==> src/rtl/dcdr_pkg.sv <==
// ----------------------------------------------------------------------------
// Disk controller package
// Types, register map, command bits and sector arithmetic shared by the
// disk controller, its checker and its testbench.
// ----------------------------------------------------------------------------
package dcdr_pkg;

  localparam int SectorsPerTrack = 12;
  localparam int WordsPerSector  = 256;
  localparam int MaxCylinder     = 202;

  localparam logic [15:0] RegDriveStatus = 16'o177400;
  localparam logic [15:0] RegError       = 16'o177402;
  localparam logic [15:0] RegCmdStatus   = 16'o177404;
  localparam logic [15:0] RegWordCount   = 16'o177406;
  localparam logic [15:0] RegBusAddr     = 16'o177410;
  localparam logic [15:0] RegDiskAddr    = 16'o177412;
  localparam logic [15:0] RegDataBuffer  = 16'o177416;

  localparam logic [15:0] CsGo   = 16'o000001;
  localparam logic [15:0] CsFunc = 16'o000016;
  localparam logic [15:0] CsRead = 16'o000004;
  localparam logic [15:0] CsIe   = 16'o000100;
  localparam logic [15:0] CsRdy  = 16'o000200;
  localparam logic [15:0] CsDone = 16'o020000;

  localparam logic CfgSectorOneBased = 1'b0;
  localparam logic CfgImagePresent   = 1'b1;

  typedef enum logic [2:0] {
    MODE_READ  = 3'd0,
    MODE_WRITE = 3'd1,
    MODE_POLL  = 3'd2,
    MODE_WORD  = 3'd3,
    MODE_ACK   = 3'd4
  } mode_t;

  typedef enum logic [1:0] {
    KIND_READ_DATA = 2'd0,
    KIND_FETCH     = 2'd1,
    KIND_MEM_WRITE = 2'd2,
    KIND_COMPLETE  = 2'd3
  } kind_t;

  typedef struct packed {
    logic [2:0]  mode;
    logic [15:0] bus_addr;
    logic [7:0]  write_byte;
    logic [15:0] disk_word;
    logic        disk_fail;
  } req_t;

  typedef struct packed {
    logic [1:0]  kind;
    logic [7:0]  read_data;
    logic [21:0] disk_offset;
    logic [16:0] dma_addr;
    logic [15:0] mem_data;
    logic        irq_pending;
    logic        error_flag;
    logic        last;
  } rsp_t;

  typedef struct packed {
    logic        ok;
    logic [15:0] value;
  } advance_t;

  // Linear sector number of a disk address word.
  function automatic logic [12:0] lba_of(input logic [15:0] v, input logic from_one);
    logic [3:0] sec;
    logic [8:0] track;
    sec   = v[3:0];
    track = {v[12:5], v[4]};
    if (from_one) begin
      if (sec == 4'd0) begin
        sec = 4'(SectorsPerTrack - 1);
      end else begin
        sec = sec - 4'd1;
      end
    end
    return 13'(track * SectorsPerTrack) + 13'(sec);
  endfunction

  // Step a disk address to the next sector; ok clears past the last cylinder.
  function automatic advance_t advance_sector(input logic [15:0] v);
    logic [4:0] sec;
    logic       surf;
    logic [8:0] cyl;
    advance_t   res;
    sec    = {1'b0, v[3:0]} + 5'd1;
    surf   = v[4];
    cyl    = {1'b0, v[12:5]};
    res.ok = 1'b1;
    if (sec >= 5'(SectorsPerTrack)) begin
      sec = 5'd0;
      if (surf) begin
        surf = 1'b0;
        cyl  = cyl + 9'd1;
        if (cyl > 9'(MaxCylinder)) begin
          res.ok = 1'b0;
        end
      end else begin
        surf = 1'b1;
      end
    end
    res.value = {v[15:13], cyl[7:0], surf, sec[3:0]};
    return res;
  endfunction

  function automatic logic [15:0] merge_byte(input logic [15:0] old, input logic hi,
                                             input logic [7:0] b);
    return hi ? {b, old[7:0]} : {old[15:8], b};
  endfunction

endpackage

==> src/rtl/dcdr_if.sv <==
// ----------------------------------------------------------------------------
// Disk controller channel interfaces
// Request, result and configuration channels with valid/ready handshakes.
// ----------------------------------------------------------------------------
interface dcdr_req_if;
  logic        valid;
  logic        ready;
  logic [2:0]  mode;
  logic [15:0] bus_addr;
  logic [7:0]  write_byte;
  logic [15:0] disk_word;
  logic        disk_fail;

  modport source (output valid, mode, bus_addr, write_byte, disk_word, disk_fail,
                  input ready);
  modport sink (input valid, mode, bus_addr, write_byte, disk_word, disk_fail,
                output ready);
endinterface

interface dcdr_rsp_if;
  logic        valid;
  logic        ready;
  logic [1:0]  kind;
  logic [7:0]  read_data;
  logic [21:0] disk_offset;
  logic [16:0] dma_addr;
  logic [15:0] mem_data;
  logic        irq_pending;
  logic        error_flag;
  logic        last;

  modport source (output valid, kind, read_data, disk_offset, dma_addr, mem_data,
                  irq_pending, error_flag, last, input ready);
  modport sink (input valid, kind, read_data, disk_offset, dma_addr, mem_data,
                irq_pending, error_flag, last, output ready);
endinterface

interface dcdr_cfg_if;
  logic       valid;
  logic       ready;
  logic       index;
  logic [0:0] data;

  modport source (output valid, index, data, input ready);
  modport sink (input valid, index, data, output ready);
endinterface

==> src/rtl/disk_controller_dma_regs.sv <==
// ----------------------------------------------------------------------------
// Disk controller with DMA read registers
// Seven byte-addressable registers, a poll-started READ transfer that turns
// fetched disk words into memory writes, and command completion reporting.
// ----------------------------------------------------------------------------
// Usage:
// The req channel carries bus reads and writes, polls, arriving disk words
// and interrupt acknowledges. Each accepted beat is held in an input
// register and acted on from there, which pushes zero, one or
// two result beats into a four-entry result queue that drives rsp.
// The first result of an item passes through the input register and then
// the result queue before it is presented on rsp.
// Items that give at most one result are taken once per cycle while rsp
// takes every result; an arriving disk word gives a memory write and then a
// fetch request or a completion, so a stream of disk words is paced by the
// single result port draining the queue.
// The input register is released while results wait, and items are acted
// on as long as the queue has room for two more results; when rsp stalls,
// the queue fills and req.ready drops.
// The cfg channel is always ready: index 0 selects one-based sector numbers,
// index 1 marks the disk image as attached.
// Reset (rst, synchronous) empties both stages, clears all registers and
// sets RDY in the command register.
// ----------------------------------------------------------------------------
module disk_controller_dma_regs
  import dcdr_pkg::*;
(
  input  logic clk,
  input  logic rst,
  dcdr_req_if.sink   req,
  dcdr_rsp_if.source rsp,
  dcdr_cfg_if.sink   cfg
);

  logic        sector_from_one;
  logic        image_present;
  logic [15:0] drive_status, drive_status_next;
  logic [15:0] error_reg, error_reg_next;
  logic [15:0] command_status, command_status_next;
  logic [15:0] word_count, word_count_next;
  logic [15:0] bus_address, bus_address_next;
  logic [15:0] disk_address, disk_address_next;
  logic [15:0] data_buffer, data_buffer_next;
  logic        irq_flag, irq_flag_next;
  logic        irq_enabled, irq_enabled_next;
  logic        busy, busy_next;
  logic [15:0] words_left, words_left_next;
  logic [7:0]  sector_word, sector_word_next;
  logic [16:0] transfer_addr, transfer_addr_next;
  logic [15:0] current_disk_addr, current_disk_addr_next;
  logic [15:0] current_count, current_count_next;

  req_t        item;
  logic        item_valid;
  logic        process;

  rsp_t        queue [4];
  logic [1:0]  wr_ptr;
  logic [1:0]  rd_ptr;
  logic [2:0]  count;
  logic        pop;

  rsp_t        res0, res1;
  logic [1:0]  num_res;

  logic [15:0] reg_addr;
  logic [15:0] reg_value;
  logic        is_read_cmd;
  logic [8:0]  wis_inc;
  logic        sector_wrap;
  advance_t    adv;
  logic [15:0] cda;
  logic        xfer_done;

  assign process   = item_valid && (count <= 3'd2);
  assign req.ready = !item_valid || process;
  assign cfg.ready = 1'b1;
  assign pop       = rsp.valid && rsp.ready;

  assign rsp.valid       = (count != 3'd0);
  assign rsp.kind        = queue[rd_ptr].kind;
  assign rsp.read_data   = queue[rd_ptr].read_data;
  assign rsp.disk_offset = queue[rd_ptr].disk_offset;
  assign rsp.dma_addr    = queue[rd_ptr].dma_addr;
  assign rsp.mem_data    = queue[rd_ptr].mem_data;
  assign rsp.irq_pending = queue[rd_ptr].irq_pending;
  assign rsp.error_flag  = queue[rd_ptr].error_flag;
  assign rsp.last        = queue[rd_ptr].last;

  assign reg_addr = {item.bus_addr[15:1], 1'b0};

  always_comb begin
    reg_value = '0;
    unique case (reg_addr)
      RegDriveStatus: reg_value = drive_status;
      RegError:       reg_value = error_reg;
      RegCmdStatus:   reg_value = command_status;
      RegWordCount:   reg_value = word_count;
      RegBusAddr:     reg_value = bus_address;
      RegDiskAddr:    reg_value = disk_address;
      RegDataBuffer:  reg_value = data_buffer;
      default:        reg_value = '0;
    endcase
  end

  assign is_read_cmd = ((command_status & CsFunc) == CsRead) && word_count[15];
  assign wis_inc     = {1'b0, sector_word} + 9'd1;
  assign sector_wrap = (wis_inc >= 9'(WordsPerSector));
  assign adv         = advance_sector(current_disk_addr);

  always_comb begin
    drive_status_next      = drive_status;
    error_reg_next         = error_reg;
    command_status_next    = command_status;
    word_count_next        = word_count;
    bus_address_next       = bus_address;
    disk_address_next      = disk_address;
    data_buffer_next       = data_buffer;
    irq_flag_next          = irq_flag;
    irq_enabled_next       = irq_enabled;
    busy_next              = busy;
    words_left_next        = words_left;
    sector_word_next       = sector_word;
    transfer_addr_next     = transfer_addr;
    current_disk_addr_next = current_disk_addr;
    current_count_next     = current_count;
    res0                   = '0;
    res1                   = '0;
    num_res                = 2'd0;
    cda                    = current_disk_addr;
    xfer_done              = 1'b0;

    unique case (item.mode)
      MODE_READ: begin
        res0.kind      = KIND_READ_DATA;
        res0.read_data = item.bus_addr[0] ? reg_value[15:8] : reg_value[7:0];
        res0.last      = 1'b1;
        num_res        = 2'd1;
      end
      MODE_WRITE: begin
        unique case (reg_addr)
          RegDriveStatus: drive_status_next =
              merge_byte(drive_status, item.bus_addr[0], item.write_byte);
          RegError: error_reg_next =
              merge_byte(error_reg, item.bus_addr[0], item.write_byte);
          RegCmdStatus: begin
            command_status_next =
                merge_byte(command_status, item.bus_addr[0], item.write_byte);
            if (!item.bus_addr[0] && item.write_byte[0]) begin
              command_status_next = command_status_next & ~(CsRdy | CsDone);
              irq_enabled_next    = item.write_byte[6];
            end
          end
          RegWordCount: word_count_next =
              merge_byte(word_count, item.bus_addr[0], item.write_byte);
          RegBusAddr: bus_address_next =
              merge_byte(bus_address, item.bus_addr[0], item.write_byte);
          RegDiskAddr: disk_address_next =
              merge_byte(disk_address, item.bus_addr[0], item.write_byte);
          RegDataBuffer: data_buffer_next =
              merge_byte(data_buffer, item.bus_addr[0], item.write_byte);
          default: ;
        endcase
      end
      MODE_POLL: begin
        if (!busy && command_status[0]) begin
          num_res   = 2'd1;
          res0.last = 1'b1;
          if (is_read_cmd && image_present) begin
            words_left_next        = 16'd0 - word_count;
            transfer_addr_next     = {1'b0, bus_address};
            current_disk_addr_next = disk_address;
            current_count_next     = word_count;
            sector_word_next       = 8'd0;
            busy_next              = 1'b1;
            res0.kind              = KIND_FETCH;
            res0.disk_offset       = {lba_of(disk_address, sector_from_one), 9'd0};
          end else begin
            if (is_read_cmd) begin
              error_reg_next = 16'd1;
            end
            command_status_next = CsRdy | CsDone | (irq_enabled ? CsIe : 16'd0);
            if (irq_enabled) begin
              irq_flag_next = 1'b1;
            end
            busy_next = 1'b0;
            res0.kind = KIND_COMPLETE;
          end
        end
      end
      MODE_WORD: begin
        if (busy) begin
          if (item.disk_fail) begin
            error_reg_next      = 16'd1;
            disk_address_next   = current_disk_addr;
            word_count_next     = current_count;
            command_status_next = CsRdy | CsDone | (irq_enabled ? CsIe : 16'd0);
            if (irq_enabled) begin
              irq_flag_next = 1'b1;
            end
            busy_next = 1'b0;
            res0.kind = KIND_COMPLETE;
            res0.last = 1'b1;
            num_res   = 2'd1;
          end else begin
            res0.kind           = KIND_MEM_WRITE;
            res0.dma_addr       = transfer_addr;
            res0.mem_data       = item.disk_word;
            num_res             = 2'd2;
            transfer_addr_next  = transfer_addr + 17'd2;
            bus_address_next    = bus_address + 16'd2;
            current_count_next  = current_count + 16'd1;
            words_left_next     = words_left - 16'd1;
            sector_word_next    = sector_wrap ? 8'd0 : wis_inc[7:0];
            if (sector_wrap) begin
              if (adv.ok) begin
                cda = adv.value;
              end else begin
                error_reg_next = 16'd1;
                xfer_done      = 1'b1;
              end
            end
            current_disk_addr_next = cda;
            if (words_left_next == 16'd0) begin
              xfer_done = 1'b1;
            end
            res1.last = 1'b1;
            if (xfer_done) begin
              disk_address_next   = cda;
              word_count_next     = current_count_next;
              command_status_next = CsRdy | CsDone | (irq_enabled ? CsIe : 16'd0);
              if (irq_enabled) begin
                irq_flag_next = 1'b1;
              end
              busy_next = 1'b0;
              res1.kind = KIND_COMPLETE;
            end else begin
              res1.kind        = KIND_FETCH;
              res1.disk_offset = {lba_of(cda, sector_from_one), sector_word_next, 1'b0};
            end
          end
        end
      end
      MODE_ACK: irq_flag_next = 1'b0;
      default: ;
    endcase

    res0.irq_pending = irq_flag_next;
    res0.error_flag  = (error_reg_next != 16'd0);
    res1.irq_pending = irq_flag_next;
    res1.error_flag  = (error_reg_next != 16'd0);
  end

  always_ff @(posedge clk) begin
    if (req.valid && req.ready) begin
      item.mode       <= req.mode;
      item.bus_addr   <= req.bus_addr;
      item.write_byte <= req.write_byte;
      item.disk_word  <= req.disk_word;
      item.disk_fail  <= req.disk_fail;
    end
    if (process && (num_res != 2'd0)) begin
      queue[wr_ptr] <= res0;
    end
    if (process && (num_res == 2'd2)) begin
      queue[wr_ptr + 2'd1] <= res1;
    end
  end

  always_ff @(posedge clk) begin
    if (rst) begin
      item_valid        <= 1'b0;
      wr_ptr            <= '0;
      rd_ptr            <= '0;
      count             <= '0;
      sector_from_one   <= 1'b0;
      image_present     <= 1'b0;
      drive_status      <= '0;
      error_reg         <= '0;
      command_status    <= CsRdy;
      word_count        <= '0;
      bus_address       <= '0;
      disk_address      <= '0;
      data_buffer       <= '0;
      irq_flag          <= 1'b0;
      irq_enabled       <= 1'b0;
      busy              <= 1'b0;
      words_left        <= '0;
      sector_word       <= '0;
      transfer_addr     <= '0;
      current_disk_addr <= '0;
      current_count     <= '0;
    end else begin
      if (req.ready) begin
        item_valid <= req.valid;
      end
      wr_ptr <= process ? (wr_ptr + num_res) : wr_ptr;
      rd_ptr <= pop ? (rd_ptr + 2'd1) : rd_ptr;
      count  <= count + (process ? {1'b0, num_res} : 3'd0) - {2'b00, pop};
      if (cfg.valid && cfg.ready) begin
        if (cfg.index == CfgSectorOneBased) begin
          sector_from_one <= cfg.data[0];
        end else begin
          image_present <= cfg.data[0];
        end
      end
      if (process) begin
        drive_status      <= drive_status_next;
        error_reg         <= error_reg_next;
        command_status    <= command_status_next;
        word_count        <= word_count_next;
        bus_address       <= bus_address_next;
        disk_address      <= disk_address_next;
        data_buffer       <= data_buffer_next;
        irq_flag          <= irq_flag_next;
        irq_enabled       <= irq_enabled_next;
        busy              <= busy_next;
        words_left        <= words_left_next;
        sector_word       <= sector_word_next;
        transfer_addr     <= transfer_addr_next;
        current_disk_addr <= current_disk_addr_next;
        current_count     <= current_count_next;
      end
    end
  end

endmodule

==> src/flat_wrapper.sv <==
// flat-port wrapper written by rule: the top's interface ports become plain ports
module disk_controller_dma_regs_flat import dcdr_pkg::*;
  (clk, rst, req_valid, req_mode, req_bus_addr, req_write_byte, req_disk_word, req_disk_fail, req_ready, rsp_valid, rsp_kind, rsp_read_data, rsp_disk_offset, rsp_dma_addr, rsp_mem_data, rsp_irq_pending, rsp_error_flag, rsp_last, rsp_ready, cfg_valid, cfg_index, cfg_data, cfg_ready);
  dcdr_req_if req_i ();
  dcdr_rsp_if rsp_i ();
  dcdr_cfg_if cfg_i ();
  input  logic clk;
  input  logic rst;
  input wire logic [$bits(req_i.valid)-1:0] req_valid;
  input wire logic [$bits(req_i.mode)-1:0] req_mode;
  input wire logic [$bits(req_i.bus_addr)-1:0] req_bus_addr;
  input wire logic [$bits(req_i.write_byte)-1:0] req_write_byte;
  input wire logic [$bits(req_i.disk_word)-1:0] req_disk_word;
  input wire logic [$bits(req_i.disk_fail)-1:0] req_disk_fail;
  output wire logic [$bits(req_i.ready)-1:0] req_ready;
  output wire logic [$bits(rsp_i.valid)-1:0] rsp_valid;
  output wire logic [$bits(rsp_i.kind)-1:0] rsp_kind;
  output wire logic [$bits(rsp_i.read_data)-1:0] rsp_read_data;
  output wire logic [$bits(rsp_i.disk_offset)-1:0] rsp_disk_offset;
  output wire logic [$bits(rsp_i.dma_addr)-1:0] rsp_dma_addr;
  output wire logic [$bits(rsp_i.mem_data)-1:0] rsp_mem_data;
  output wire logic [$bits(rsp_i.irq_pending)-1:0] rsp_irq_pending;
  output wire logic [$bits(rsp_i.error_flag)-1:0] rsp_error_flag;
  output wire logic [$bits(rsp_i.last)-1:0] rsp_last;
  input wire logic [$bits(rsp_i.ready)-1:0] rsp_ready;
  input wire logic [$bits(cfg_i.valid)-1:0] cfg_valid;
  input wire logic [$bits(cfg_i.index)-1:0] cfg_index;
  input wire logic [$bits(cfg_i.data)-1:0] cfg_data;
  output wire logic [$bits(cfg_i.ready)-1:0] cfg_ready;
  assign req_i.valid = req_valid;
  assign req_i.mode = req_mode;
  assign req_i.bus_addr = req_bus_addr;
  assign req_i.write_byte = req_write_byte;
  assign req_i.disk_word = req_disk_word;
  assign req_i.disk_fail = req_disk_fail;
  assign req_ready = req_i.ready;
  assign rsp_valid = rsp_i.valid;
  assign rsp_kind = rsp_i.kind;
  assign rsp_read_data = rsp_i.read_data;
  assign rsp_disk_offset = rsp_i.disk_offset;
  assign rsp_dma_addr = rsp_i.dma_addr;
  assign rsp_mem_data = rsp_i.mem_data;
  assign rsp_irq_pending = rsp_i.irq_pending;
  assign rsp_error_flag = rsp_i.error_flag;
  assign rsp_last = rsp_i.last;
  assign rsp_i.ready = rsp_ready;
  assign cfg_i.valid = cfg_valid;
  assign cfg_i.index = cfg_index;
  assign cfg_i.data = cfg_data;
  assign cfg_ready = cfg_i.ready;
  disk_controller_dma_regs u_core (.clk(clk), .rst(rst), .req(req_i), .rsp(rsp_i), .cfg(cfg_i));
endmodule
==> config.mk <==
export PLATFORM = sky130hd
export DESIGN_NAME = disk_controller_dma_regs_flat
export DESIGN_NICKNAME = d
export VERILOG_FILES = /design/src/rtl/dcdr_pkg.sv /design/src/rtl/dcdr_if.sv /design/src/rtl/disk_controller_dma_regs.sv /design/src/flat_wrapper.sv
export SDC_FILE = /design/constraint.sdc
export NUM_CORES = 1
export LEC_CHECK = 0
export BUFFER_PORTS_ARGS = -buffer_cell sky130_fd_sc_hd__buf_2
export CELL_PAD_IN_SITES_DETAIL_PLACEMENT = 0
export CELL_PAD_IN_SITES_GLOBAL_PLACEMENT = 2
export CORE_ASPECT_RATIO = 0.6
export CORE_MARGIN = 5
export CORE_UTILIZATION = 41
export CTS_BUF_LIST = sky130_fd_sc_hd__clkbuf_8
export DETAILED_ROUTE_END_ITERATION = 6
export PLACE_DENSITY = 0.91
export SETUP_SLACK_MARGIN = 0.3
export SYNTH_ARGS = -nofsm -noshare
export SYNTH_HDL_FRONTEND = slang
export SYNTH_SLANG_ARGS = --single-unit
==> constraint.sdc <==
create_clock -name clk -period 5.2 [get_ports clk]
set_input_delay 1.04 -clock clk [delete_from_list [all_inputs] [get_ports clk]]
set_output_delay 1.04 -clock clk [all_outputs]
set_load 0.01 [all_outputs]
Word-level counts from Yosys, hierarchy flattened
Memory sizes are Yosys's and may differ from the RTL's. A register that Yosys moved wholly into a read port is not among the register bits.
Index checks and enable logic that the tools add are counted.
Storage, ports and cells
  output and inout bits: 71
  bits in registers: 242
  bits in writable memories: 272
  word-level logic and storage cells: 271
  memories: 1
  bits of input ports: 51
Memory list
  u_core.queue: depth 4, width 68, rd ports 1, clocked after memory_dff 1, write ports 2, line disk_controller_dma_regs.sv:57  | rsp_t queue [4];
Operators by class
  multipliers: 2
  add/sub/neg operators: 17
  equality and inequality tests: 27
  magnitude comparators: 4
  reduce and logical (&&, ||, !) cells: 41
  mux-type cells: 144
  bitwise operators: 2
Operator list (number)
  $mux W16: 43
  $pmux W16 S2: 6
  $mux W22: 7
  $pmux W16 S7: 1
  $eq A15 B15 Y1 const B: 7
  $mux W33: 3
  $pmux W16 S3: 2
  $mux W8: 9
  $mux W17: 4
  $mux W4: 12
  $reduce_and A6 Y1: 7
  $mux W1: 34
  $pmux W17 S2: 1
  $add A13 B4 Y13: 2
  $mux W13: 2
  $mux W2: 12
  $mul A9 B2 Y11 const B: 2
  $reduce_and A4 Y1: 5
  $add A8 B1 Y9 const B: 2
  $add A17 B2 Y17 const B: 1
  $add A16 B1 Y16 const B: 1
  $add A16 B2 Y16 const B: 1
  $logic_not A16 Y1: 1
  $pmux W8 S2: 1
  other kinds (39): 71

Longest topological paths before layout
  depth after elaboration: 22
  depth in mapped cells: 23
  mapped depth without buffers: 22

Worst setup path after synthesis
Ideal clock, no wire load.
  kind: flip-flop to flip-flop
  start point: register u_core.current_disk_addr[6]
  end point: memory u_core.queue[3][57] (netlist bit) (data pin)
  library setup time: 0.274 ns
  arrival time: 4.416 ns
  data required time: 4.926 ns
  period minus slack after synthesis: 4.690 ns
  buffers on the path: 2
  stages on the path, launching flop included: 21
  setup slack: 0.510 ns
  cells stage by stage: dfxtp_1 -> buf_2 -> inv_1 -> ha_1 -> nor2_1 -> o211ai_1 -> a32oi_2 -> nor3_4 -> mux2i_4 -> inv_2 -> fa_1 -> clkbuf_1 -> inv_1 -> nor3_1 -> o21a_1 -> o311a_1 -> nand3b_1 -> nor3b_2 -> a211o_1 -> o2111a_1 -> o22ai_1
RTL lines
  start, declared: line disk_controller_dma_regs.sv:50  | logic [15:0] current_disk_addr, current_disk_addr_next;
  start signal, assigned: line disk_controller_dma_regs.sv:321  | current_disk_addr <= current_disk_addr_next;
  end, declared: line disk_controller_dma_regs.sv:57

==> summary.md <==
| Metric | Value |
|---|---|
| Die area | 0.0679 sq mm |
| FP Rows | 71 |
| Most common library cells after synthesis | dfxtp_1, nand2_1, nor2_1, nand3_1, o21ai_0 |
| Most frequent cell after synthesis | dfxtp_1 |
| EDFF count, synth | 148 |
| Clock skew | 0.0312 ns |
| RSZ-0062 raised after global routing | false |
| Vias in the first global route | between 20,000 and 25,000 |
| Fin crit share | 89.9% |
| CP startpoint kind | flip-flop |
| Placer Congestion | 0.936 |
| Syn-to-layout area delta | 12.3% |
| HP Class | flip-flop to flip-flop |
| Clock latency on the worst-skew pair | 0.66 ns |
| Avg WL per Cell | 22.8 um |
| Final Power | 8.72 mW |
| Filler Cells Inserted | 5,952 |
| Num CTS Buffers | between 70 and 80 |
| Top cells by area, synth | dfxtp_1, edfxtp_1, mux4_2, nand3_1, nand2_1 |
| Post-route setup slack | 0.526 ns |
| Antenna Cells | 0 |
| Slew margin rel. | 4.44% |
| Final wirelength | 86,200 um |
| Max-cap violations | 0 |
| Total Routing Usage GR | 24.5% |
| Routed via count | ~23,000 |
| Syn_nets | 2,907 |
| Layout cell share with drive strength beyond 1 | 15.3% |
| CTS sink count | around 510 |
| Clock-pin slew on the worst setup and hold paths | 0.06 ns |
| Fmax | about 0.21 GHz |
| Initial Util | 41.2% |
| Mean post-synth cell area | 9.13 sq um |
| Arr. time, crit path | 5.04 ns |
| First-pass GRT wire length | 131,000 um |
| Synth Cell Area | 0.0257 sq mm |
| Antenna violations before repair | 3 |
| Final critical-path required period | about 4.7 ns |
| Root buffer cell | clkbuf_8 |
| Cell Pwr Density | about 300 mW/mm^2 |
| Max reg flops | 268 |
| Final setup fails | 0 |
| CTS tree | built |
| Die height | 204 um |
| Crit path capture type | flip-flop |
| Post-DP Area | 0.0271 sq mm |
| CP Max Fanout | 9 |
| Placed Cells | around 3,600 |
| Starting DRT DRC Count | 2,526 |
| Final net count | between 2,000 and 3,000 |
| Leak pwr | 10.1 nW |
| DIE WIDTH | 333 um |
| Async SR Flop Fraction | 0% |
| Finished Layout Cells | 3,772 |
| Regs by FF count | u_core.queue (268), u_core.item (44), u_core.transfer_addr (17) |
| Crit path kind | flip-flop to flip-flop |
| Final hold vios | 0 |
| Synth warnings | 0 |
| Register bit total from synthesis | 512 |
| Maximum vdd drop | 0.000518 V |
| Outcome | finished, final reports clean |
| Largest net degree at the start of global routing | 126 |
| Sequential share of the synthesized area | a little under half |
| I/O Pins | 122 |
| CORE AREA | 0.0624 sq mm |
| Top_reg_cell synth | dfxtp_1 |
| Clock Path Buffers | 3 |
| CP required | approximately 5.6 ns |
| Hold_buf cts | 0 |
| Mapped Cells | 2,812 |
| Worst-Margin Slew | 1.40 ns |
| Final ANT Viol Nets | 0 |
| Fin Hold WS | 0.450 ns |
| Number of vias per cell | 6.03 |
| Top reg by flops | u_core.queue |
| Post-DP HPWL | 58,800 um |
| Residual DRC | 0 |
| Final Max Tran Viols | 0 |
| DRT Pass-1 Iters | 6 |
| Pre-CTS WS | -0.161 ns |
| Final Cell Area | 0.0288 sq mm |
| Cell variety after synth | 98 |
| GRT Residual Overflow | 0 |
| Post-synth top area cell | dfxtp_1 |
| Yosys top cell area share | 28.4% |
| Port bufs | 119 |
| H-tree Lvls | 3 |
where the power goes:
part	leakage [nW]	switching, mW	internal (mW)	total [mW]
Combinational	4.88	0.633	0.420	1.05
Sequential	4.35	0.0911	4.17	4.26
Clock	0.911	1.65	1.76	3.41
Total	10.1	2.37	6.35	8.72
repair_timing:
item | CTS | global route
pin swaps | 1 | 4
resized for setup | 12 | 23
endpoints found under the setup margin | 24 | 24
buffers inserted | 1 | 4
logic make-up after synthesis:
logic type	Yosys count	share of synthesized area, %
AND/OR/NAND/NOR	1076	19.7
AO/OA/AOI/OAI	702	17.1
flip-flops	512	45.7
buffers and inverters	266	4.12
multiplexers	116	7.86
XOR/XNOR	93	3.20
adder cells (fa/ha/maj)	45	2.34
other	2	0.0293
cells in the final DEF, fill, tap and decap left out, types with 76 or more instances in the layout:
master    netlist  layout
inv_1          45      76
nand3_1       241     239
a21oi_1       170     170
o21ai_0       224     222
clkbuf_8        0      92
nor2_1        269     265
edfxtp_1      148     148
dfxtp_1       364     356
nand2_1       311     307
buf_2          15     118
stage by stage:
| stage | setup TNS [ns] | utilization, % |
|---|---|---|
| finish | 0 | 46.2 |
| global route | 0 | 46.2 |
| CTS | 0 | 46.0 |
| detailed placement | -0.619 | 43.4 |
| global placement | -0.228 | 43.4 |
| floorplan | 0 | - |
final cells by class:
cell class,count,area (sq um),area share (%)
clock buffer,92,1270,4.39
clock inverter,52,299,1.04
inverter,48,180,0.625
multi-input combinational,2034,13100,45.3
sequential,512,11700,40.7
tap,839,1050,3.64
timing repair buffer,195,1220,4.24
critical path: stages, from the launching register on:
cell,delay (ns)
dfxtp_1,0.48
ha_2,0.28
nor4bb_1,0.06
o21a_1,0.23
o21ai_2,0.32
nor3_4,0.08
buf_4,0.18
nor2_2,0.19
ha_1,0.22
inv_1,0.06
fa_1,0.40
inv_1,0.17
o21ai_0,0.16
o21a_1,0.17
o311a_1,0.34
nand3b_1,0.26
nor3b_4,0.28
nor2b_1,0.17
o2111a_2,0.25
o22ai_1,0.08
metal layers:
| metal | share of wire [%] | global-route usage [%] |
|---|---|---|
| met5 | 0.015 | 0 |
| met4 | 1.7 | 4.87 |
| met3 | 10 | 5.02 |
| met2 | 41 | 34.3 |
| met1 | 47 | 38.9 |
path summary, 6_finish.rpt:
kind	slack, ns	from	to	cells after the start
setup reg to reg	0.53	u_core.current_disk_addr[1]$_SDFFE_PP0P_	u_core.queue[3][57]$_DFFE_PP_	19
setup / recovery	0.53	u_core.current_disk_addr[1]$_SDFFE_PP0P_	u_core.queue[3][57]$_DFFE_PP_	19
hold reg to reg	0.45	u_core.queue[0][65]$_SDFFE_PP0P_	u_core.queue[0][65]$_SDFFE_PP0P_	2
hold / removal	0.45	u_core.queue[0][65]$_SDFFE_PP0P_	u_core.queue[0][65]$_SDFFE_PP0P_	2
No activity file was read; power rests on OpenSTA's default activity.
